File: src/sv/apf_pkg.sv
package apf_pkg;

   localparam int MAX_PAYLOAD_DEFAULT = 60;
   localparam int QUEUE_DEPTH_DEFAULT = 4;

   localparam logic [7:0]  SRC_ADDR_RESET = 8'hFF;
   localparam logic [7:0]  HDR_LEN_BASE   = 8'd7;
   localparam logic [15:0] CRC_INIT       = 16'hFFFF;
   localparam logic [15:0] CRC_POLY_REFL  = 16'h8408;
   localparam logic [5:0]  SYM_PREAMBLE   = 6'h2A;
   localparam logic [5:0]  SYM_START_A    = 6'h38;
   localparam logic [5:0]  SYM_START_B    = 6'h2C;
   localparam logic [5:0]  SYM_END        = 6'h00;

   // one queued transaction for the symbol sequencer
   typedef struct packed {
      logic       rej;
      logic       hdr;
      logic       has_data;
      logic       last;
      logic [7:0] data;
      logic [7:0] dest;
      logic [7:0] len;
   } apf_cmd_type;

   typedef struct packed {
      logic        valid;
      apf_cmd_type cmd;
   } apf_push_type;

   typedef struct packed {
      logic full;
      logic empty;
   } apf_qstat_type;

   function automatic logic [5:0] sym_4b6b(input logic [3:0] nib);
      logic [5:0] s;
      case (nib)
         4'h0: s = 6'h0D;
         4'h1: s = 6'h0E;
         4'h2: s = 6'h13;
         4'h3: s = 6'h15;
         4'h4: s = 6'h16;
         4'h5: s = 6'h19;
         4'h6: s = 6'h1A;
         4'h7: s = 6'h1C;
         4'h8: s = 6'h23;
         4'h9: s = 6'h25;
         4'hA: s = 6'h26;
         4'hB: s = 6'h29;
         4'hC: s = 6'h2A;
         4'hD: s = 6'h2C;
         4'hE: s = 6'h32;
         4'hF: s = 6'h34;
         default: s = 6'h0D;
      endcase
      return s;
   endfunction

   function automatic logic [5:0] lead_sym(input logic [2:0] idx);
      logic [5:0] s;
      case (idx)
         3'd6: s = SYM_START_A;
         3'd7: s = SYM_START_B;
         default: s = SYM_PREAMBLE;
      endcase
      return s;
   endfunction

   // reflected crc-16, one byte
   function automatic logic [15:0] crc_fold(input logic [15:0] crc, input logic [7:0] b);
      logic [15:0] c;
      c = crc ^ {8'h00, b};
      for (int i = 0; i < 8; i++) begin
         c = c[0] ? ((c >> 1) ^ CRC_POLY_REFL) : (c >> 1);
      end
      return c;
   endfunction

endpackage

File: src/sv/apf_if.sv
interface apf_req_if;
   logic       valid;
   logic       ready;
   logic [7:0] data_byte;
   logic [7:0] dest_address;
   logic [7:0] payload_length;
   logic       first_of_message;
   logic       last_of_message;
   logic       empty_message;

   modport source (output valid, data_byte, dest_address, payload_length,
                   first_of_message, last_of_message, empty_message, input ready);
   modport sink   (input valid, data_byte, dest_address, payload_length,
                   first_of_message, last_of_message, empty_message, output ready);
endinterface

interface apf_rsp_if;
   logic       valid;
   logic       ready;
   logic [5:0] line_symbol;
   logic       end_of_packet;
   logic       rejected;

   modport source (output valid, line_symbol, end_of_packet, rejected, input ready);
   modport sink   (input valid, line_symbol, end_of_packet, rejected, output ready);
endinterface

File: src/sv/apf_front.sv
module apf_front #(
   parameter int MAX_PAYLOAD = apf_pkg::MAX_PAYLOAD_DEFAULT
) (
   input  logic                   clock,
   input  logic                   reset,
   apf_req_if.sink                req,
   input  apf_pkg::apf_qstat_type qstat,
   output apf_pkg::apf_push_type  push
);
   import apf_pkg::*;

   localparam logic [7:0] MAX_LEN = 8'(MAX_PAYLOAD);

   logic       in_packet_ff, in_packet_in;
   logic       dropping_ff, dropping_in;
   logic       accept;
   logic       first_e, last_e;
   logic [7:0] plen_e;
   logic       too_long;

   assign req.ready = !qstat.full;
   assign accept    = req.valid && req.ready;

   assign first_e  = req.first_of_message || req.empty_message;
   assign last_e   = req.last_of_message || req.empty_message;
   assign plen_e   = req.empty_message ? 8'd0 : req.payload_length;
   assign too_long = plen_e > MAX_LEN;

   always_comb begin
      in_packet_in      = in_packet_ff;
      dropping_in       = dropping_ff;
      push.valid        = 1'b0;
      push.cmd.rej      = 1'b0;
      push.cmd.hdr      = 1'b0;
      push.cmd.has_data = !req.empty_message;
      push.cmd.last     = last_e;
      push.cmd.data     = req.data_byte;
      push.cmd.dest     = req.dest_address;
      push.cmd.len      = plen_e + HDR_LEN_BASE;
      if (accept) begin
         if (first_e) begin
            push.valid = 1'b1;
            if (too_long) begin
               push.cmd.rej  = 1'b1;
               in_packet_in  = 1'b0;
               dropping_in   = !last_e;
            end else begin
               push.cmd.hdr  = 1'b1;
               in_packet_in  = !last_e;
               dropping_in   = 1'b0;
            end
         end else if (dropping_ff) begin
            if (last_e) begin
               dropping_in = 1'b0;
            end
         end else if (in_packet_ff) begin
            push.valid = 1'b1;
            if (last_e) begin
               in_packet_in = 1'b0;
            end
         end
      end
   end

   always_ff @(posedge clock) begin
      if (reset) begin
         in_packet_ff <= 1'b0;
         dropping_ff  <= 1'b0;
      end else begin
         in_packet_ff <= in_packet_in;
         dropping_ff  <= dropping_in;
      end
   end

endmodule

File: src/sv/apf_queue.sv
module apf_queue #(
   parameter int DEPTH = apf_pkg::QUEUE_DEPTH_DEFAULT
) (
   input  logic                   clock,
   input  logic                   reset,
   input  apf_pkg::apf_push_type  push,
   input  logic                   pop,
   output apf_pkg::apf_cmd_type   head,
   output apf_pkg::apf_qstat_type qstat
);
   import apf_pkg::*;

   localparam int PTR_W = (DEPTH > 1) ? $clog2(DEPTH) : 1;
   localparam int CNT_W = $clog2(DEPTH + 1);
   localparam logic [PTR_W-1:0] LAST_PTR  = PTR_W'(DEPTH - 1);
   localparam logic [CNT_W-1:0] FULL_CNT  = CNT_W'(DEPTH);

   apf_cmd_type            mem_ff [DEPTH];
   logic [PTR_W-1:0]       wr_ptr_ff, wr_ptr_in;
   logic [PTR_W-1:0]       rd_ptr_ff, rd_ptr_in;
   logic [CNT_W-1:0]       count_ff, count_in;
   logic                   do_push, do_pop;

   assign qstat.full  = count_ff == FULL_CNT;
   assign qstat.empty = count_ff == '0;
   assign head        = mem_ff[rd_ptr_ff];

   assign do_push = push.valid && !qstat.full;
   assign do_pop  = pop && !qstat.empty;

   always_comb begin
      wr_ptr_in = wr_ptr_ff;
      rd_ptr_in = rd_ptr_ff;
      count_in  = count_ff;
      if (do_push) begin
         wr_ptr_in = (wr_ptr_ff == LAST_PTR) ? '0 : wr_ptr_ff + 1'b1;
      end
      if (do_pop) begin
         rd_ptr_in = (rd_ptr_ff == LAST_PTR) ? '0 : rd_ptr_ff + 1'b1;
      end
      if (do_push && !do_pop) begin
         count_in = count_ff + 1'b1;
      end else if (do_pop && !do_push) begin
         count_in = count_ff - 1'b1;
      end
   end

   always_ff @(posedge clock) begin
      if (do_push) begin
         mem_ff[wr_ptr_ff] <= push.cmd;
      end
   end

   always_ff @(posedge clock) begin
      if (reset) begin
         wr_ptr_ff <= '0;
         rd_ptr_ff <= '0;
         count_ff  <= '0;
      end else begin
         wr_ptr_ff <= wr_ptr_in;
         rd_ptr_ff <= rd_ptr_in;
         count_ff  <= count_in;
      end
   end

endmodule

File: src/sv/apf_back.sv
module apf_back (
   input  logic                   clock,
   input  logic                   reset,
   input  logic [7:0]             source_address,
   input  apf_pkg::apf_cmd_type   head,
   input  apf_pkg::apf_qstat_type qstat,
   output logic                   pop,
   apf_rsp_if.source              rsp
);
   import apf_pkg::*;

   typedef enum logic [6:0] {
      ST_IDLE = 7'b0000001,
      ST_REJ  = 7'b0000010,
      ST_LEAD = 7'b0000100,
      ST_HDR  = 7'b0001000,
      ST_DATA = 7'b0010000,
      ST_CRC  = 7'b0100000,
      ST_EOP  = 7'b1000000
   } state_type;

   state_type   state_ff, state_in;
   logic [3:0]  cnt_ff, cnt_in;
   apf_cmd_type cmd_ff, cmd_in;
   logic [15:0] crc_ff, crc_in;
   logic        out_valid_ff, out_valid_in;
   logic [5:0]  out_sym_ff, out_sym_in;
   logic        out_eop_ff, out_eop_in;
   logic        out_rej_ff, out_rej_in;

   logic        adv;
   logic        done;
   logic [7:0]  hdr_byte;
   logic [15:0] crc_inv;
   logic [7:0]  cur_byte;
   logic [5:0]  nib_sym;

   assign adv = !out_valid_ff || rsp.ready;

   always_comb begin
      case (cnt_ff[3:1])
         3'd0: hdr_byte = cmd_ff.len;
         3'd1: hdr_byte = cmd_ff.dest;
         3'd2: hdr_byte = source_address;
         default: hdr_byte = 8'h00;
      endcase
   end

   assign crc_inv = ~crc_ff;

   always_comb begin
      case (state_ff)
         ST_HDR:  cur_byte = hdr_byte;
         ST_DATA: cur_byte = cmd_ff.data;
         ST_CRC:  cur_byte = cnt_ff[1] ? crc_inv[15:8] : crc_inv[7:0];
         default: cur_byte = 8'h00;
      endcase
   end

   assign nib_sym = sym_4b6b(cnt_ff[0] ? cur_byte[3:0] : cur_byte[7:4]);

   always_comb begin
      state_in     = state_ff;
      cnt_in       = cnt_ff;
      cmd_in       = cmd_ff;
      crc_in       = crc_ff;
      out_valid_in = out_valid_ff && !rsp.ready;
      out_sym_in   = out_sym_ff;
      out_eop_in   = out_eop_ff;
      out_rej_in   = out_rej_ff;
      pop          = 1'b0;
      done         = 1'b0;
      if (adv) begin
         case (state_ff)
            ST_IDLE: begin
               done = 1'b1;
            end
            ST_REJ: begin
               out_valid_in = 1'b1;
               out_sym_in   = SYM_END;
               out_eop_in   = 1'b0;
               out_rej_in   = 1'b1;
               done         = 1'b1;
            end
            ST_LEAD: begin
               out_valid_in = 1'b1;
               out_sym_in   = lead_sym(cnt_ff[2:0]);
               out_eop_in   = 1'b0;
               out_rej_in   = 1'b0;
               if (cnt_ff == 4'd7) begin
                  state_in = ST_HDR;
                  cnt_in   = '0;
               end else begin
                  cnt_in = cnt_ff + 1'b1;
               end
            end
            ST_HDR, ST_DATA: begin
               out_valid_in = 1'b1;
               out_sym_in   = nib_sym;
               out_eop_in   = 1'b0;
               out_rej_in   = 1'b0;
               if (!cnt_ff[0]) begin
                  crc_in = crc_fold(crc_ff, cur_byte);
               end
               if ((state_ff == ST_HDR && cnt_ff == 4'd9) ||
                   (state_ff == ST_DATA && cnt_ff == 4'd1)) begin
                  cnt_in = '0;
                  if (state_ff == ST_HDR && cmd_ff.has_data) begin
                     state_in = ST_DATA;
                  end else if (cmd_ff.last) begin
                     state_in = ST_CRC;
                  end else begin
                     done = 1'b1;
                  end
               end else begin
                  cnt_in = cnt_ff + 1'b1;
               end
            end
            ST_CRC: begin
               out_valid_in = 1'b1;
               out_sym_in   = nib_sym;
               out_eop_in   = 1'b0;
               out_rej_in   = 1'b0;
               if (cnt_ff == 4'd3) begin
                  state_in = ST_EOP;
                  cnt_in   = '0;
               end else begin
                  cnt_in = cnt_ff + 1'b1;
               end
            end
            ST_EOP: begin
               out_valid_in = 1'b1;
               out_sym_in   = SYM_END;
               out_eop_in   = 1'b1;
               out_rej_in   = 1'b0;
               crc_in       = CRC_INIT;
               done         = 1'b1;
            end
            default: begin
               state_in = ST_IDLE;
            end
         endcase
         if (done) begin
            // chain straight into the next queued transaction
            if (!qstat.empty) begin
               pop    = 1'b1;
               cmd_in = head;
               cnt_in = '0;
               if (head.rej) begin
                  state_in = ST_REJ;
                  crc_in   = CRC_INIT;
               end else if (head.hdr) begin
                  state_in = ST_LEAD;
                  crc_in   = CRC_INIT;
               end else begin
                  state_in = ST_DATA;
               end
            end else begin
               state_in = ST_IDLE;
            end
         end
      end
   end

   always_ff @(posedge clock) begin
      if (reset) begin
         state_ff     <= ST_IDLE;
         cnt_ff       <= '0;
         crc_ff       <= CRC_INIT;
         out_valid_ff <= 1'b0;
      end else begin
         state_ff     <= state_in;
         cnt_ff       <= cnt_in;
         crc_ff       <= crc_in;
         out_valid_ff <= out_valid_in;
      end
   end

   always_ff @(posedge clock) begin
      cmd_ff     <= cmd_in;
      out_sym_ff <= out_sym_in;
      out_eop_ff <= out_eop_in;
      out_rej_ff <= out_rej_in;
   end

   assign rsp.valid         = out_valid_ff;
   assign rsp.line_symbol   = out_sym_ff;
   assign rsp.end_of_packet = out_eop_ff;
   assign rsp.rejected      = out_rej_ff;

endmodule

File: src/sv/ask_packet_framer_4b6b.sv
// channel   dir  handshake            payload
// req_ch    in   valid / ready        data_byte, dest_address, payload_length,
//                                     first_of_message, last_of_message, empty_message
// rsp_ch    out  valid / ready        line_symbol, end_of_packet, rejected
// csr_*     in   csr_valid/csr_ready  csr_source_address
//
// one symbol per cycle out of the sequencer unless rsp stalls; a payload byte takes
// 2 symbols, a first transaction 18 (plus 2 with data), a last adds 5, a rejection 1
// a transaction is taken whenever the command queue has room, even while rsp stalls
// a stalled rsp holds the sequencer; the queue decouples req from rsp
// synchronous active-high reset; source address resets to 0xff
module ask_packet_framer_4b6b #(
   parameter int MAX_PAYLOAD = apf_pkg::MAX_PAYLOAD_DEFAULT,
   parameter int QUEUE_DEPTH = apf_pkg::QUEUE_DEPTH_DEFAULT
) (
   input  logic       clock,
   input  logic       reset,
   apf_req_if.sink    req_ch,
   apf_rsp_if.source  rsp_ch,
   input  logic       csr_valid,
   output logic       csr_ready,
   input  logic [7:0] csr_source_address
);
   import apf_pkg::*;

   logic [7:0]    src_addr_ff;
   apf_push_type  push;
   apf_qstat_type qstat;
   apf_cmd_type   head;
   logic          pop;

   assign csr_ready = 1'b1;

   always_ff @(posedge clock) begin
      if (reset) begin
         src_addr_ff <= SRC_ADDR_RESET;
      end else if (csr_valid && csr_ready) begin
         src_addr_ff <= csr_source_address;
      end
   end

   apf_front #(
      .MAX_PAYLOAD (MAX_PAYLOAD)
   ) u_front (
      .clock (clock),
      .reset (reset),
      .req   (req_ch),
      .qstat (qstat),
      .push  (push)
   );

   apf_queue #(
      .DEPTH (QUEUE_DEPTH)
   ) u_queue (
      .clock (clock),
      .reset (reset),
      .push  (push),
      .pop   (pop),
      .head  (head),
      .qstat (qstat)
   );

   apf_back u_back (
      .clock          (clock),
      .reset          (reset),
      .source_address (src_addr_ff),
      .head           (head),
      .qstat          (qstat),
      .pop            (pop),
      .rsp            (rsp_ch)
   );

endmodule

File: src/flat_wrapper.sv
// flat-port wrapper written by rule: the top's interface ports become plain ports
module ask_packet_framer_4b6b_flat import apf_pkg::*;
#(
   parameter int MAX_PAYLOAD = apf_pkg::MAX_PAYLOAD_DEFAULT,
   parameter int QUEUE_DEPTH = apf_pkg::QUEUE_DEPTH_DEFAULT
)
  (clock, reset, csr_valid, csr_ready, csr_source_address, req_ch_valid, req_ch_data_byte, req_ch_dest_address, req_ch_payload_length, req_ch_first_of_message, req_ch_last_of_message, req_ch_empty_message, req_ch_ready, rsp_ch_valid, rsp_ch_line_symbol, rsp_ch_end_of_packet, rsp_ch_rejected, rsp_ch_ready);
  apf_req_if req_ch_i ();
  apf_rsp_if rsp_ch_i ();
  input  logic clock;
  input  logic reset;
  input  logic csr_valid;
  output logic csr_ready;
  input  logic [7:0] csr_source_address;
  input wire logic [$bits(req_ch_i.valid)-1:0] req_ch_valid;
  input wire logic [$bits(req_ch_i.data_byte)-1:0] req_ch_data_byte;
  input wire logic [$bits(req_ch_i.dest_address)-1:0] req_ch_dest_address;
  input wire logic [$bits(req_ch_i.payload_length)-1:0] req_ch_payload_length;
  input wire logic [$bits(req_ch_i.first_of_message)-1:0] req_ch_first_of_message;
  input wire logic [$bits(req_ch_i.last_of_message)-1:0] req_ch_last_of_message;
  input wire logic [$bits(req_ch_i.empty_message)-1:0] req_ch_empty_message;
  output wire logic [$bits(req_ch_i.ready)-1:0] req_ch_ready;
  output wire logic [$bits(rsp_ch_i.valid)-1:0] rsp_ch_valid;
  output wire logic [$bits(rsp_ch_i.line_symbol)-1:0] rsp_ch_line_symbol;
  output wire logic [$bits(rsp_ch_i.end_of_packet)-1:0] rsp_ch_end_of_packet;
  output wire logic [$bits(rsp_ch_i.rejected)-1:0] rsp_ch_rejected;
  input wire logic [$bits(rsp_ch_i.ready)-1:0] rsp_ch_ready;
  assign req_ch_i.valid = req_ch_valid;
  assign req_ch_i.data_byte = req_ch_data_byte;
  assign req_ch_i.dest_address = req_ch_dest_address;
  assign req_ch_i.payload_length = req_ch_payload_length;
  assign req_ch_i.first_of_message = req_ch_first_of_message;
  assign req_ch_i.last_of_message = req_ch_last_of_message;
  assign req_ch_i.empty_message = req_ch_empty_message;
  assign req_ch_ready = req_ch_i.ready;
  assign rsp_ch_valid = rsp_ch_i.valid;
  assign rsp_ch_line_symbol = rsp_ch_i.line_symbol;
  assign rsp_ch_end_of_packet = rsp_ch_i.end_of_packet;
  assign rsp_ch_rejected = rsp_ch_i.rejected;
  assign rsp_ch_i.ready = rsp_ch_ready;
  ask_packet_framer_4b6b #(.MAX_PAYLOAD(MAX_PAYLOAD), .QUEUE_DEPTH(QUEUE_DEPTH)) u_core (.clock(clock), .reset(reset), .req_ch(req_ch_i), .rsp_ch(rsp_ch_i), .csr_valid(csr_valid), .csr_ready(csr_ready), .csr_source_address(csr_source_address));
endmodule
File: config.mk
export PLATFORM = sky130hd
export DESIGN_NAME = ask_packet_framer_4b6b_flat
export DESIGN_NICKNAME = d
export VERILOG_FILES = /design/src/sv/apf_pkg.sv /design/src/sv/apf_if.sv /design/src/sv/apf_front.sv /design/src/sv/apf_queue.sv /design/src/sv/apf_back.sv /design/src/sv/ask_packet_framer_4b6b.sv /design/src/flat_wrapper.sv
export SDC_FILE = /design/constraint.sdc
export NUM_CORES = 1
export LEC_CHECK = 0
export BUFFER_PORTS_ARGS = -buffer_cell sky130_fd_sc_hd__buf_2
export CAP_MARGIN = 20
export CORE_ASPECT_RATIO = 2
export CORE_UTILIZATION = 45
export DETAILED_ROUTE_END_ITERATION = 12
export MAX_ROUTING_LAYER = met4
export SLEW_MARGIN = 30
export SYNTH_ARGS = -nofsm -noshare
export SYNTH_HDL_FRONTEND = slang
export SYNTH_SLANG_ARGS = --single-unit
File: constraint.sdc
create_clock -name clock -period 2.9 [get_ports clock]
set_input_delay 0.145 -clock clock [delete_from_list [all_inputs] [get_ports clock]]
set_output_delay 0.145 -clock clock [all_outputs]
set_load 0.05 [all_outputs]
Word level (Yosys, flattened, before mapping) --
Memories as Yosys holds them, arrays and structs flattened. A register that Yosys moved wholly into a read port is not among the register bits. Cells that the tools add are included.
Operators by class: $add $sub $neg 6, $lt $le $gt $ge 1, eq/ne operators 24, multiplexer cells 72, bitwise logic cells 11, reduce and logical (&&, ||, !) cells 40
Operator list (number):
- $mux 16 | 13
- $mux 7 | 7
- $pmux 8 s3 | 2
- $pmux 16 s2 | 1
- $pmux 7 s4 | 1
- $mux 1 | 24
- $mux 4 | 6
- $not 2->3 | 8
- $pmux 6 s3 | 1
- $mux 8 | 2
- $not 16->16 | 1
- $xor 16x8->16 | 1
- $pmux 4 s3 | 1
- $mux 2 | 5
- $mux 5 | 2
- $pmux 5 s2 | 1
- $reduce_or 5->1 | 2
- $eq 3x3->1 const B | 3
- $logic_and 1x1->1 | 9
- $mux 3 | 3
- $ne 3x3->1 const B | 3
- $add 8x3->8 const B | 1
- $gt 8x6->1 const B | 1
- $logic_not 1->1 | 8
- 32 further kinds | 48
Storage, ports and cells: register bits after elaboration 79, memory bits (writable) 112, ROM bits 96, input port bits 40, output and inout port bits 11, logic and storage cells 174, memories 2
Memory list:
- u_core.u_queue.mem_ff | depth 4, width 28, rd ports 1, clocked after Yosys merged registers in 1, wr ports 1, RTL line apf_queue.sv:18 | apf_cmd_type mem_ff [DEPTH];
- (no name shown) | depth 16, width 6, rd ports 1, clocked after Yosys merged registers in 0, wr ports 0, RTL line apf_pkg.sv:38 | case (nib)

Depth between registers and ports, before layout --
Gate-level depths: netlist of the first run.
depth in word-level cells 26, mapped depth 15, gate-level depth less buffers 13

Hierarchy --
Synthesis of the first run repeated with hierarchy kept, for this count alone.
Second synthesis, totals: cells, all modules 612, area, all modules 8822.2 sq um
By module, submodules not included:
- apf_queue | times used 1, cells each 196, area each 4541.9 sq um, seq. area each 3543.4 sq um
- apf_back | times used 1, cells each 318, area each 3455.8 sq um, seq. area each 1581.5 sq um
- apf_front | times used 1, cells each 70, area each 510.5 sq um, seq. area each 40.0 sq um
- ask_packet_framer_4b6b | times used 1, cells each 28, area each 314.1 sq um, seq. area each 160.2 sq um

Least setup slack after synthesis of the first run --
Ideal clock, no wire load.
kind reg-to-reg, start reg u_core.u_back.state_ff[6], end reg u_core.u_queue.count_ff[2], setup time 70 ps, arrival 3131 ps, data required time 2830 ps, path slack -301 ps, cell stages (with the launch flop) 15, buffers on the path 2, clock period less this slack 3201 ps, cells stage by stage dfxtp_1 > nor4_2 > buf_4 > and3b_1 > o221ai_1 > a21oi_1 > and2_1 > buf_2 > inv_1 > ha_1 > inv_1 > fa_1 > xor2_1 > or3_1 > a21oi_1
On the way: longest elaborated chain between the ends 12, elaborated cells on any way between the ends 23, those cells by class eq/ne: 5; mux: 7; reduce/logical: 11
Ends and longest elaborated chain:
- start, declared | RTL line apf_back.sv:22 | state_type state_ff, state_in;
- start signal, assigned | RTL line apf_back.sv:172 | state_ff <= state_in;
- $eq 7x4->1 / $eq 7x5->1 (equally long branches)
- $logic_and 1x1->1 (on tied branches) | RTL line apf_back.sv:108, apf_back.sv:105, apf_back.sv:106
- $mux 1 / $logic_or 1x1->1 (equally long branches) | RTL line apf_back.sv:108, apf_back.sv:105
- $mux 1 | RTL line apf_back.sv:105 | if ((state_ff == ST_HDR && cnt_ff == 4'd9) ||
- $pmux 1 s2 (*) | RTL line apf_back.sv:74 | case (state_ff)
- $mux 1 (*) | RTL line apf_back.sv:73 | if (adv) begin
- $mux 1 (*) | RTL line apf_back.sv:143 | if (done) begin
- $mux 1 (*) | RTL line apf_back.sv:73
- $logic_and 1x1->1 (*) | RTL line apf_queue.sv:29 | assign do_pop = pop && !qstat.empty;
- $logic_not 1->1 | RTL line apf_queue.sv:41 | if (do_push && !do_pop) begin
- $logic_and 1x1->1 | RTL line apf_queue.sv:41
- $mux 3 / $reduce_bool 2->1 (equally long branches)
- end signal, assigned | RTL line apf_queue.sv:62 | count_ff <= count_in;
- end, declared | RTL line apf_queue.sv:21 | logic [CNT_W-1:0] count_ff, count_in;
Mark *: on every way between the ends. The rest lies on a longest branch, timed or not. The select of a mux whose other input is x is not followed. A chain may end at the register's enable or synchronous reset.

Worst setup path after layout of the first run --
start reg u_core.u_back.state_ff[1], end reg u_core.u_back.out_sym_ff[1], in the netlist u_core.u_back.rsp.line_symbol[1], data pin
On the way: longest elaborated chain between the ends 5, elaborated cells on any way between the ends 12, those cells by class eq/ne: 6; mux: 3; reduce/logical: 2; memory: 1
Ends and longest elaborated chain:
- $eq 7x6->1 (tied with other cells) | RTL line apf_back.sv:52, apf_back.sv:74
- $pmux 8 s3 | RTL line apf_back.sv:52 | case (state_ff)
- $mux 4 | RTL line apf_back.sv:60 | assign nib_sym = sym_4b6b(cnt_ff[0] ? cur_byte[3:0] : cur_byte[7:4]);
- $mem_v2 16x6
- $pmux 6 s3 (*) | RTL line apf_back.sv:74
- end signal, assigned | RTL line apf_back.sv:181 | out_sym_ff <= out_sym_in;
- end, declared | RTL line apf_back.sv:27 | logic [5:0] out_sym_ff, out_sym_in;
Mark *: on every way between the ends. The rest lies on a longest branch, timed or not.

==> impl_metrics.env, run 1 <==
export IMPL_ys_dominant_reg_cell="edfxtp_1"
export IMPL_pwr_share_comb_pct=25.3
export IMPL_yosys_top_cells_count="146 x edfxtp_1, 47 x dfxtp_1, 42 x nor2_1"
export IMPL_final_hold_viol_count=0
export IMPL_setup_viol=0
export IMPL_finClkSkew_ns=0.0102
export IMPL_rsz0062_at_grt="true"
export IMPL_worst_setup_path_start_kind="flip-flop"
export IMPL_cts_tree="built"
export IMPL_max_freq_ghz=0.358
export IMPL_multi_input_area_um2=3270
export IMPL_cts_buffer_depth=2
export IMPL_grt_overflow=0
export IMPL_power_leakage_uw=0.00373
export IMPL_fin_util_pct=54.6
export IMPL_finish_net_count=759
export IMPL_synth_edf_count=146
export IMPL_antenna_found_initial=0
export IMPL_htree_levels=4
export IMPL_slew_violations=0
export IMPL_crit_type="reg -> reg"
export IMPL_switchingPower_uw=2360
export IMPL_cts_made_buffers=17
export IMPL_dieArea_um2=20000
export IMPL_numPortBuffers=49
export IMPL_synth_most_common_cell="edfxtp_1"
export IMPL_drt_iter0_drc=187
export IMPL_synth_fp_nets=660
export IMPL_regArea_um2=5340
export IMPL_wl_per_cell_um=18.9
export IMPL_initial_core_util_pct=46.2
export IMPL_drive_above_1_share_pct=26.2
export IMPL_diodes=0
export IMPL_internal_power_uw=5770
export IMPL_clkPwrFrac_pct=28.9
export IMPL_whs_path_depth=4
export IMPL_dp_cells=909
export IMPL_postSynthCellCount=602
export IMPL_ys_seq_elements=193
export IMPL_slew_headroom_pct=43.1
export IMPL_dieHeight_um=199
export IMPL_yosys_area_top_type="edfxtp_1"
export IMPL_clock_sinks=193
export IMPL_tightestPinTransition_ns=0.853
export IMPL_critPathMaxFanout=16
export IMPL_swShare_pct=29.0
export IMPL_cp_end_kind="flip-flop"
export IMPL_yosysSeqAreaShare_pct=60.9
export IMPL_reg2reg_setup_slack_ns=0.11
export IMPL_syn_to_final_growth_pct=18.1
export IMPL_yosys_warnings=0
export IMPL_drc_errors=0
export IMPL_status="finished, final reports clean"
export IMPL_cts_root_buffer="clkbuf_16"
export IMPL_synth_area_leaders="edfxtp_1 50%, dfxtp_1 11%, mux4_2 7.2%, ha_1 2.4%, mux2i_1 1.8%"
export IMPL_num_vias=5257
export IMPL_max_cap_violations=0
export IMPL_core_area_um2=18900
export IMPL_via_per_inst=5.43
export IMPL_gp_congestion=0.862
export IMPL_postRouteAntennaNets=0
export IMPL_worstHoldStart="req_ch_valid"
export IMPL_r2r_end="u_core.u_back.rsp.line_symbol[1]$_DFFE_PP_"
export IMPL_power_density_nw_per_um2=787
export IMPL_row_count=71
export IMPL_min_period_over_period_pct=96.3
export IMPL_dr_pass1_iters=4
export IMPL_crit_required_ns=3.20
export IMPL_worstHoldEndpoint="u_core.u_front.in_packet_ff$_SDFFE_PP0P_"
export IMPL_min_path_type="in -> reg"
export IMPL_fin_area_um2=10300
export IMPL_die_w_um=101
export IMPL_dp_hpwl_mm=13.1
export IMPL_netlist_area_um2=8750
export IMPL_async_flop_share_pct=0
export IMPL_yosysUniqueCellTypes=64
export IMPL_min_period_ns=2.79
export IMPL_grt_pass1_wl_mm=29.0
export IMPL_grt_max_degree=45
export IMPL_ioPinCount=51
export IMPL_reg2reg_depth=11
export IMPL_cts_clk_slew_worst_paths_ns=0.07
export IMPL_pwr_share_seq_pct=45.8
export IMPL_fin_cells=968
export IMPL_clock_latency_ns=0.43
export IMPL_grt_pass1_vias=5608
export IMPL_fillers=1565
export IMPL_wl_mm=18.3
export IMPL_arrival_ns=3.10
export IMPL_synth_area_per_cell_um2=14.5
export IMPL_placed_cell_area_um2=9440
export IMPL_vdd_ir_drop_max_v=0.000414
export IMPL_reg2reg_from="u_core.u_back.state_ff[1]$_SDFFE_PP0P_"
export IMPL_synth_top_area_share_pct=50.1
export IMPL_grt_usage_pct=20.4
## registers in the layout (all words and copies together) (netlist names), 2 cells and up, named ones only
name,count
u_core.src_addr_ff,8
u_core.u_back.cmd_ff,26
u_core.u_back.cnt_ff,4
u_core.u_back.crc_ff,16
u_core.u_back.rsp.line_symbol,6
u_core.u_back.state_ff,7
u_core.u_queue.count_ff,3
u_core.u_queue.mem_ff,112
u_core.u_queue.rd_ptr_ff,2
u_core.u_queue.wr_ptr_ff,2
## power groups by stage
| stage | registers (µW) | clock network (µW) | logic (µW) |
|---|---|---|---|
| 2_1_floorplan | 3720 | 0 | 1480 |
| 4_1_cts | 3720 | 2410 | 2080 |
| 6_report | 3720 | 2350 | 2060 |
| 5_1_grt | 3760 | 2500 | 2250 |
| 3_3_place_gp | 3750 | 0 | 2000 |
| 3_5_place_dp | 3770 | 0 | 2040 |
## cell type report
type	instances	area share, %
clock buffer	17	4.12
clock inverter	14	1.60
inverter	15	0.545
multi-input combinational	364	31.6
sequential	193	51.6
tap	255	3.09
timing repair buffer	110	7.39
## cells by family after synthesis
family | count (synthesis) | share of synthesized area (%)
and+or+nand+nor | 158 | 10.1
muxes | 56 | 10.6
buffers and inverters | 45 | 2.23
adders and majority gates | 18 | 2.66
AOI/OAI and AO/OA | 93 | 7.58
xor gates and xnor gates | 38 | 5.85
DFF | 193 | 60.9
other | 1 | 0.0429
## worst max-delay path: stages, from the launching register on
cell	delay, ns
dfxtp_2	0.36
nor4_4	0.39
buf_4	0.29
nand2_1	0.15
o221ai_2	0.27
mux2i_1	0.15
buf_4	0.18
inv_1	0.08
ha_1	0.18
nor2_1	0.05
a2111oi_1	0.42
a31o_2	0.16
## per-layer routing
layer	share of wire [%]	global-route usage (%)
met1	36	19.5
met2	56	37.6
met3	2.6	3.71
met4	4.9	11.6
met5	0	-
## cell usage in the layout (no fill, tap or decap), types with 11 or more instances in the layout
cell	Yosys	final
mux2i_1	16	16
dfxtp_1	47	39
nand2b_1	23	23
edfxtp_1	146	146
nand2_1	18	18
inv_1	14	14
buf_2	9	49
xor2_1	16	16
a21oi_1	22	21
mux4_2	28	28
o22ai_1	14	14
nor2_1	42	42
a211o_1	11	11
dlygate4sd3_1	0	24
buf_4	4	37
clkbuf_16	0	17
nor2b_1	15	15
nand3_1	22	22
ha_1	17	17
## repair_timing
item | in CTS | in global routing
endpoints found under the setup margin | 2 | 8
hold buffers | 24 | 0
hold endpoints to repair | 72 | 0
pin swaps | 1 | 1
buffers inserted | 2 | 2
gates resized for setup | 1 | 9
## metrics by stage
stage	TNS (ns)	power, µW	setup WS [ns]	hold WS (ns)
2_1_floorplan	0	5200	0.0351	0.244
3_3_place_gp	0	5750	0.0191	0.347
3_5_place_dp	-0.0856	5810	-0.0856	0.357
4_1_cts	0	8210	0.0317	0.0497
5_1_grt	-0.120	8520	-0.0692	0.107
6_report	0	8130	0.107	0.0735
## worst max-delay path by stage
stage | endpoint | startpoint | depth (start not counted) | slack (ns)
after CTS | u_core.u_back.rsp.line_symbol[1]$_DFFE_PP_ | u_core.u_back.state_ff[0]$_SDFFE_PP1P_ | 11 | 0.03
final | u_core.u_back.rsp.line_symbol[1]$_DFFE_PP_ | u_core.u_back.state_ff[1]$_SDFFE_PP0P_ | 11 | 0.11
after global placement | u_core.u_back.rsp.line_symbol[1]$_DFFE_PP_ | u_core.u_back.state_ff[3]$_SDFFE_PP0P_ | 8 | 0.02
after global routing | u_core.u_back.rsp.line_symbol[1]$_DFFE_PP_ | u_core.u_back.state_ff[1]$_SDFFE_PP0P_ | 11 | -0.07
after detailed placement | u_core.u_back.rsp.line_symbol[1]$_DFFE_PP_ | u_core.u_back.state_ff[0]$_SDFFE_PP1P_ | 11 | -0.09
after floorplan | u_core.u_queue.count_ff[2]$_SDFFE_PP0P_ | u_core.u_back.state_ff[1]$_SDFFE_PP0P_ | 15 | 0.04
No activity file was read; power rests on OpenSTA's default activity.
==> run 2, diff against run 1 <==
--- a/config.mk
+++ b/config.mk
@@ -8,9 +8,10 @@
 export BUFFER_PORTS_ARGS = -buffer_cell sky130_fd_sc_hd__buf_2
 export CAP_MARGIN = 20
 export CORE_ASPECT_RATIO = 2
-export CORE_UTILIZATION = 45
+export CORE_UTILIZATION = 55
 export DETAILED_ROUTE_END_ITERATION = 12
 export MAX_ROUTING_LAYER = met4
+export PLACE_DENSITY = 0.76
 export SLEW_MARGIN = 30
 export SYNTH_ARGS = -nofsm -noshare
 export SYNTH_HDL_FRONTEND = slang
==> impl_metrics.env, run 2 (synthesized netlist as in run 1, its figures left out) <==
export IMPL_max_stage_delay_ns=0.40
export IMPL_num_vias=5297
export IMPL_rsz0062_at_grt="true"
export IMPL_antenna_found_initial=0
export IMPL_grt_max_degree=45
export IMPL_crit_family="compound AO/OA/AOI/OAI gates"
export IMPL_dr_pass1_iters=5
export IMPL_final_common_cell="edfxtp_1"
export IMPL_wl_per_cell_um=19.2
export IMPL_grt_pass1_wl_mm=27.7
export IMPL_reg_largest_list="u_core.u_queue.mem_ff (112), u_core.u_back.cmd_ff (26), u_core.u_back.crc_ff (16)"
export IMPL_cts_clk_slew_worst_paths_ns=0.07
export IMPL_die_w_um=91.2
export IMPL_postCtsSetupRepairBufs=0
export IMPL_power_density_nw_per_um2=784
export IMPL_vdd_ir_drop_max_v=0.000611
export IMPL_clock_sinks=193
export IMPL_drt_iter0_drc=195
export IMPL_largest_register="u_core.u_queue.mem_ff"
export IMPL_crit_required_ns=3.20
export IMPL_max_freq_ghz=0.367
export IMPL_syn_to_final_growth_pct=16.2
export IMPL_startpoint="u_core.u_back.state_ff[6]$_SDFFE_PP0P_"
export IMPL_setup_viol=0
export IMPL_grt_pass1_vias=5547
export IMPL_final_hold_viol_count=0
export IMPL_critPathMaxFanout=18
export IMPL_most_common_layout_cells="146 x edfxtp_1, 49 x buf_2, 42 x nor2_1"
export IMPL_min_path_type="in -> reg"
export IMPL_power_leakage_uw=0.00366
export IMPL_cts_buffer_depth=2
export IMPL_crit_buf_inv=3
export IMPL_worstSetupPathDepth=11
export IMPL_dieArea_um2=16400
export IMPL_min_period_over_period_pct=94.0
export IMPL_reg2reg_from="u_core.u_back.state_ff[6]$_SDFFE_PP0P_"
export IMPL_r2r_end="u_core.u_back.rsp.line_symbol[1]$_DFFE_PP_"
export IMPL_min_period_ns=2.73
export IMPL_arrival_ns=3.03
export IMPL_crit_path_top_delay_cell="a2111oi_0"
export IMPL_numPortBuffers=49
export IMPL_cp_cell_sequence="nor4_2 -> buf_4 -> nand2_1 -> o221ai_2 -> mux2i_1 -> buf_4 -> inv_1 -> ha_1 -> nor2_1 -> a2111oi_0 -> a31o_2"
export IMPL_grt_overflow=0
export IMPL_drive_above_1_share_pct=25.3
export IMPL_worst_setup_path_start_kind="flip-flop"
export IMPL_gp_congestion=0.911
export IMPL_whs_path_depth=4
export IMPL_preCtsSetupSlack_ns=0.0926
export IMPL_cp_end_kind="flip-flop"
export IMPL_drc_errors=0
export IMPL_ioPinCount=51
export IMPL_cts_root_buffer="clkbuf_16"
export IMPL_grt_usage_pct=23.0
export IMPL_slew_violations=0
export IMPL_cts_made_buffers=17
export IMPL_finClkSkew_ns=0.00776
export IMPL_reg2reg_setup_slack_ns=0.17
export IMPL_clock_latency_ns=0.42
export IMPL_wl_mm=17.4
export IMPL_largest_register_ffs=112
export IMPL_tns_ns=0
export IMPL_reg2reg_depth=11
export IMPL_crit_type="reg -> reg"
export IMPL_core_area_um2=15500
export IMPL_diodes=0
export IMPL_fin_ws_ns=0.173
export IMPL_fillers=1110
export IMPL_initial_core_util_pct=56.6
export IMPL_htree_levels=4
export IMPL_dp_hpwl_mm=12.3
export IMPL_tightestPinTransition_ns=0.857
export IMPL_slew_headroom_pct=42.9
export IMPL_row_count=64
export IMPL_crit_top_cell="buf_4"
export IMPL_worstHoldStart="req_ch_valid"
export IMPL_status="finished, final reports clean"
export IMPL_postRouteAntennaNets=0
export IMPL_cts_tree="built"
export IMPL_dieHeight_um=180
export IMPL_via_per_inst=5.85
export IMPL_finish_net_count=753
export IMPL_worstHoldEndpoint="u_core.u_front.in_packet_ff$_SDFFE_PP0P_"
export IMPL_max_cap_violations=0
## run 2: cell count changes in the layout (fill, tap and decap cells not counted), sizes merged
cell,delta
buf,-6
bufinv,-2
clkinv,-5
clkinvlp,+2
inv,+5
## run 2: layout make-up
type                    count  area (µm²)  share of cell area (%)
clock buffers              17         425                    4.18
clock inverters            14         145                    1.43
inverters                  15        56.3                   0.554
multi-input cells         364        3240                    31.9
flip-flops and latches    193        5340                    52.5
well taps                 198         248                    2.44
repair buffers            104         718                    7.06
## run 2: worst max-delay path by stage
| stage | to | slack [ns] |
|---|---|---|
| final | u_core.u_back.rsp.line_symbol[1]$_DFFE_PP_ | 0.17 |
| after global routing | u_core.u_queue.count_ff[2]$_SDFFE_PP0P_ | -0.04 |
| after CTS | u_core.u_back.rsp.line_symbol[2]$_DFFE_PP_ | 0.08 |
| after detailed placement | u_core.u_back.rsp.line_symbol[2]$_DFFE_PP_ | 0.09 |
| after global placement | u_core.u_back.rsp.line_symbol[1]$_DFFE_PP_ | 0.12 |
| after floorplan | u_core.u_queue.count_ff[2]$_SDFFE_PP0P_ | 0.04 |
## run 2: per-layer routing
metal	track usage (%)	wire length, µm	vias up
li1	-	-	2472
met1	22.8	6470	2617
met2	41.6	9620	154
met3	4.01	540	54
met4	13.1	770	0
met5	-	0	-
## run 2: power by group
part           internal (µW)  switching (µW)
Sequential              3520             190
Combinational            882            1140
Clock                   1210            1030
Total                   5610            2360
## run 2: timing repair
action                                 4_1_cts  5_1_grt
hold buffers                                24        0
endpoints found under the hold margin       72        0
gates resized for setup                      0        5
setup endpoints to repair                    0        5
## run 2: stage by stage
step | instance area [µm²] | utilization, % | total power (µW) | hold slack [ns] | cells
3_5_place_dp | 9350 | 60.5 | 5770 | 0.359 | 850
2_1_floorplan | 8770 | - | 5200 | 0.244 | 602
3_3_place_gp | 9350 | 60.5 | 5710 | 0.353 | 850
6_report | 10200 | 65.8 | 7970 | 0.0875 | 905
5_1_grt | 10200 | 65.8 | 8320 | 0.0877 | 905
4_1_cts | 10200 | 65.7 | 8040 | 0.0695 | 905
## run 2: worst min-delay path, delay by kind of cell
kind | cells | cell delay, ns
AO/OA/AOI/OAI | 1 | 0.06
buffers and inverters | 1 | 0.11
AND/OR/NAND/NOR | 2 | 0.15
==> run 3, diff against run 2 <==
--- a/config.mk
+++ b/config.mk
@@ -5,6 +5,7 @@
 export SDC_FILE = /design/constraint.sdc
 export NUM_CORES = 1
 export LEC_CHECK = 0
+export ABC_AREA = 1
 export BUFFER_PORTS_ARGS = -buffer_cell sky130_fd_sc_hd__buf_2
 export CAP_MARGIN = 20
 export CORE_ASPECT_RATIO = 2
==> impl_metrics.env, run 3 <==
export IMPL_status="finished, final reports clean"
export IMPL_finClkSkew_ns=0.0152
export IMPL_worstHoldStart="req_ch_last_of_message"
export IMPL_worst_setup_path_start_kind="flip-flop"
export IMPL_fin_cells=1317
export IMPL_yosysUniqueCellTypes=50
export IMPL_dr_pass1_iters=7
export IMPL_postSynthCellCount=1008
export IMPL_regArea_um2=5330
export IMPL_largest_register_ffs=112
export IMPL_finish_net_count=1155
export IMPL_yosys_warnings=0
export IMPL_yosysSeqAreaShare_pct=56.3
export IMPL_whs_path_depth=4
export IMPL_grt_pass1_wl_mm=35.7
export IMPL_multi_input_area_um2=3560
export IMPL_most_common_layout_cells="215 x nand2_1, 146 x edfxtp_1, 98 x nand3_1"
export IMPL_min_period_over_period_pct=92.0
export IMPL_ys_dominant_reg_cell="edfxtp_1"
export IMPL_drt_iter0_drc=372
export IMPL_cts_root_buffer="clkbuf_16"
export IMPL_clock_sinks=193
export IMPL_synth_top_area_share_pct=46.4
export IMPL_synth_edf_count=146
export IMPL_diodes=0
export IMPL_netlist_area_um2=9450
export IMPL_critPathMaxFanout=9
export IMPL_row_count=67
export IMPL_fin_ws_ns=0.233
export IMPL_dp_cells=1251
export IMPL_ys_seq_elements=193
export IMPL_drive_above_1_share_pct=19.0
export IMPL_htree_levels=4
export IMPL_initial_core_util_pct=56.4
export IMPL_cp_end_kind="flip-flop"
export IMPL_slew_violations=0
export IMPL_final_common_cell="nand2_1"
export IMPL_synth_most_common_cell="nand2_1"
export IMPL_die_w_um=94.7
export IMPL_yosys_top_cells_count="215 x nand2_1, 146 x edfxtp_1, 98 x nand3_1"
export IMPL_grt_overflow=0
export IMPL_drc_errors=0
export IMPL_fillers=1359
export IMPL_syn_to_final_growth_pct=15.2
export IMPL_dieArea_um2=17700
export IMPL_reg2reg_from="u_core.u_back.state_ff[1]$_SDFFE_PP0P_"
export IMPL_ioPinCount=51
export IMPL_wl_mm=22.3
export IMPL_slew_headroom_pct=63.3
export IMPL_power_uw=9410
export IMPL_max_freq_ghz=0.375
export IMPL_setup_viol=0
export IMPL_synth_fp_nets=1066
export IMPL_preCtsSetupSlack_ns=0.229
export IMPL_via_per_inst=5.65
export IMPL_numPortBuffers=49
export IMPL_synth_area_leaders="edfxtp_1 46%, dfxtp_1 10%, nand2_1 8.5%, nand3_1 5.2%, o21ai_0 4.3%"
export IMPL_worstHoldEndpoint="u_core.u_front.in_packet_ff$_SDFFE_PP0P_"
export IMPL_vdd_ir_drop_max_v=0.000690
export IMPL_cts_clk_slew_worst_paths_ns=0.07
export IMPL_dp_hpwl_mm=15.9
export IMPL_async_flop_share_pct=0
export IMPL_cts_made_buffers=17
export IMPL_grt_pass1_vias=7337
export IMPL_crit_required_ns=3.10
export IMPL_rsz0062_at_grt="false"
export IMPL_yosys_area_top_type="edfxtp_1"
export IMPL_arrival_ns=2.87
export IMPL_grt_max_degree=43
export IMPL_synth_area_per_cell_um2=9.38
export IMPL_postRouteAntennaNets=0
export IMPL_min_path_type="in -> reg"
export IMPL_final_hold_viol_count=0
export IMPL_cts_tree="built"
export IMPL_tightestPinTransition_ns=0.548
export IMPL_clock_latency_ns=0.44
export IMPL_gp_congestion=0.945
export IMPL_reg2reg_setup_slack_ns=0.23
export IMPL_reg2reg_depth=16
export IMPL_core_area_um2=16800
export IMPL_grt_usage_pct=27.8
export IMPL_max_cap_violations=0
export IMPL_wl_per_cell_um=16.9
export IMPL_min_period_ns=2.67
export IMPL_dieHeight_um=187
export IMPL_power_leakage_uw=0.00451
export IMPL_r2r_end="u_core.u_back.rsp.line_symbol[1]$_DFFE_PP_"
export IMPL_antenna_found_initial=0
export IMPL_crit_type="reg -> reg"
export IMPL_reg_largest_list="u_core.u_queue.mem_ff (112), u_core.u_back.cmd_ff (26), u_core.u_back.crc_ff (16)"
export IMPL_cts_buffer_depth=2
export IMPL_power_density_nw_per_um2=864
export IMPL_largest_register="u_core.u_queue.mem_ff"
export IMPL_num_vias=7435
-- run 3: changes by cell type after synthesis, moves of 28 or more --
cell | before | now
mux4_2 | 28 | 0
nand2_1 | 18 | 215
nor2_1 | 42 | 75
inv_1 | 14 | 74
nand3_1 | 22 | 98
o21ai_0 | 8 | 82
-- run 3: cell type report --
type | instances | area share (%)
well taps | 207 | 2.38
repair buffers | 109 | 7.06
flip-flops and latches | 193 | 48.9
clock buffers | 18 | 3.94
inverters | 101 | 3.60
multi-input cells | 674 | 32.7
clock inverters | 14 | 1.36
repair inverters | 1 | 0.0460
-- run 3: what timing repair did --
| item | CTS | global route |
|---|---|---|
| hold buffers | 24 | 0 |
| buffers inserted | 0 | 9 |
| hold endpoints to repair | 72 | 0 |
| gates resized for setup | 0 | 3 |
| endpoints found under the setup margin | 0 | 4 |
-- run 3: kinds of logic after synthesis --
kind of cell | Yosys count | share of synthesized area, %
adder cells (fa/ha/maj) | 18 | 2.46
XOR/XNOR | 6 | 0.556
buffers and inverters | 141 | 6.14
AO/OA/AOI/OAI | 184 | 11.0
other | 1 | 0.0397
flip-flops | 193 | 56.3
AND/OR/NAND/NOR | 465 | 23.4
-- run 3: worst max-delay path, stage by stage (launching register included) --
cell	delay (ns)
dfxtp_1	0.39
inv_1	0.05
nand2_1	0.17
nor2_4	0.11
buf_12	0.15
nand3_1	0.10
nand2_1	0.08
inv_2	0.09
nand2_4	0.06
o21ai_2	0.28
inv_2	0.10
ha_1	0.22
or2_2	0.28
o21ai_1	0.15
nand2_1	0.06
nand3_1	0.08
nand2_1	0.05
-- run 3: per-layer routing --
metal	vias up	global-route usage (%)	share of wire, %
li1	3632	-	-
met1	3486	25.1	34
met2	228	49.9	56
met3	89	4.43	3.6
met4	0	20.5	7.0
met5	-	-	0
-- run 3: how the worst max path moves through the flow --
stage / start / end / depth (start not counted)
6_report: u_core.u_back.state_ff[1]$_SDFFE_PP0P_ / u_core.u_back.rsp.line_symbol[1]$_DFFE_PP_ / 16
2_1_floorplan: u_core.u_queue.count_ff[1]$_SDFFE_PP0P_ / u_core.u_queue.mem_ff[0][0]$_DFFE_PP_ / 6
4_1_cts: u_core.u_back.state_ff[1]$_SDFFE_PP0P_ / u_core.u_queue.count_ff[2]$_SDFFE_PP0P_ / 17
3_3_place_gp: u_core.u_back.state_ff[1]$_SDFFE_PP0P_ / u_core.u_queue.count_ff[2]$_SDFFE_PP0P_ / 17
3_5_place_dp: u_core.u_back.state_ff[1]$_SDFFE_PP0P_ / u_core.u_queue.count_ff[2]$_SDFFE_PP0P_ / 17
5_1_grt: u_core.u_back.state_ff[1]$_SDFFE_PP0P_ / u_core.u_back.rsp.line_symbol[1]$_DFFE_PP_ / 16
-- run 3: where the power goes --
part	switching (µW)	total [µW]	internal, µW
registers	221	3850	3630
clock network	1060	2270	1210
logic	2260	3280	1020
-- run 3: metrics by stage --
stage                     setup TNS [ns]  util (%)  hold slack [ns]  cell area [µm²]
after detailed placement               0      59.5            0.361             9970
after CTS                              0      64.4         0.000563            10800
after floorplan                   -19.08         -            0.244             9450
final                                  0      64.9           0.0153            10900
after global placement                 0      59.5            0.359             9970
after global routing                   0      64.9           0.0255            10900
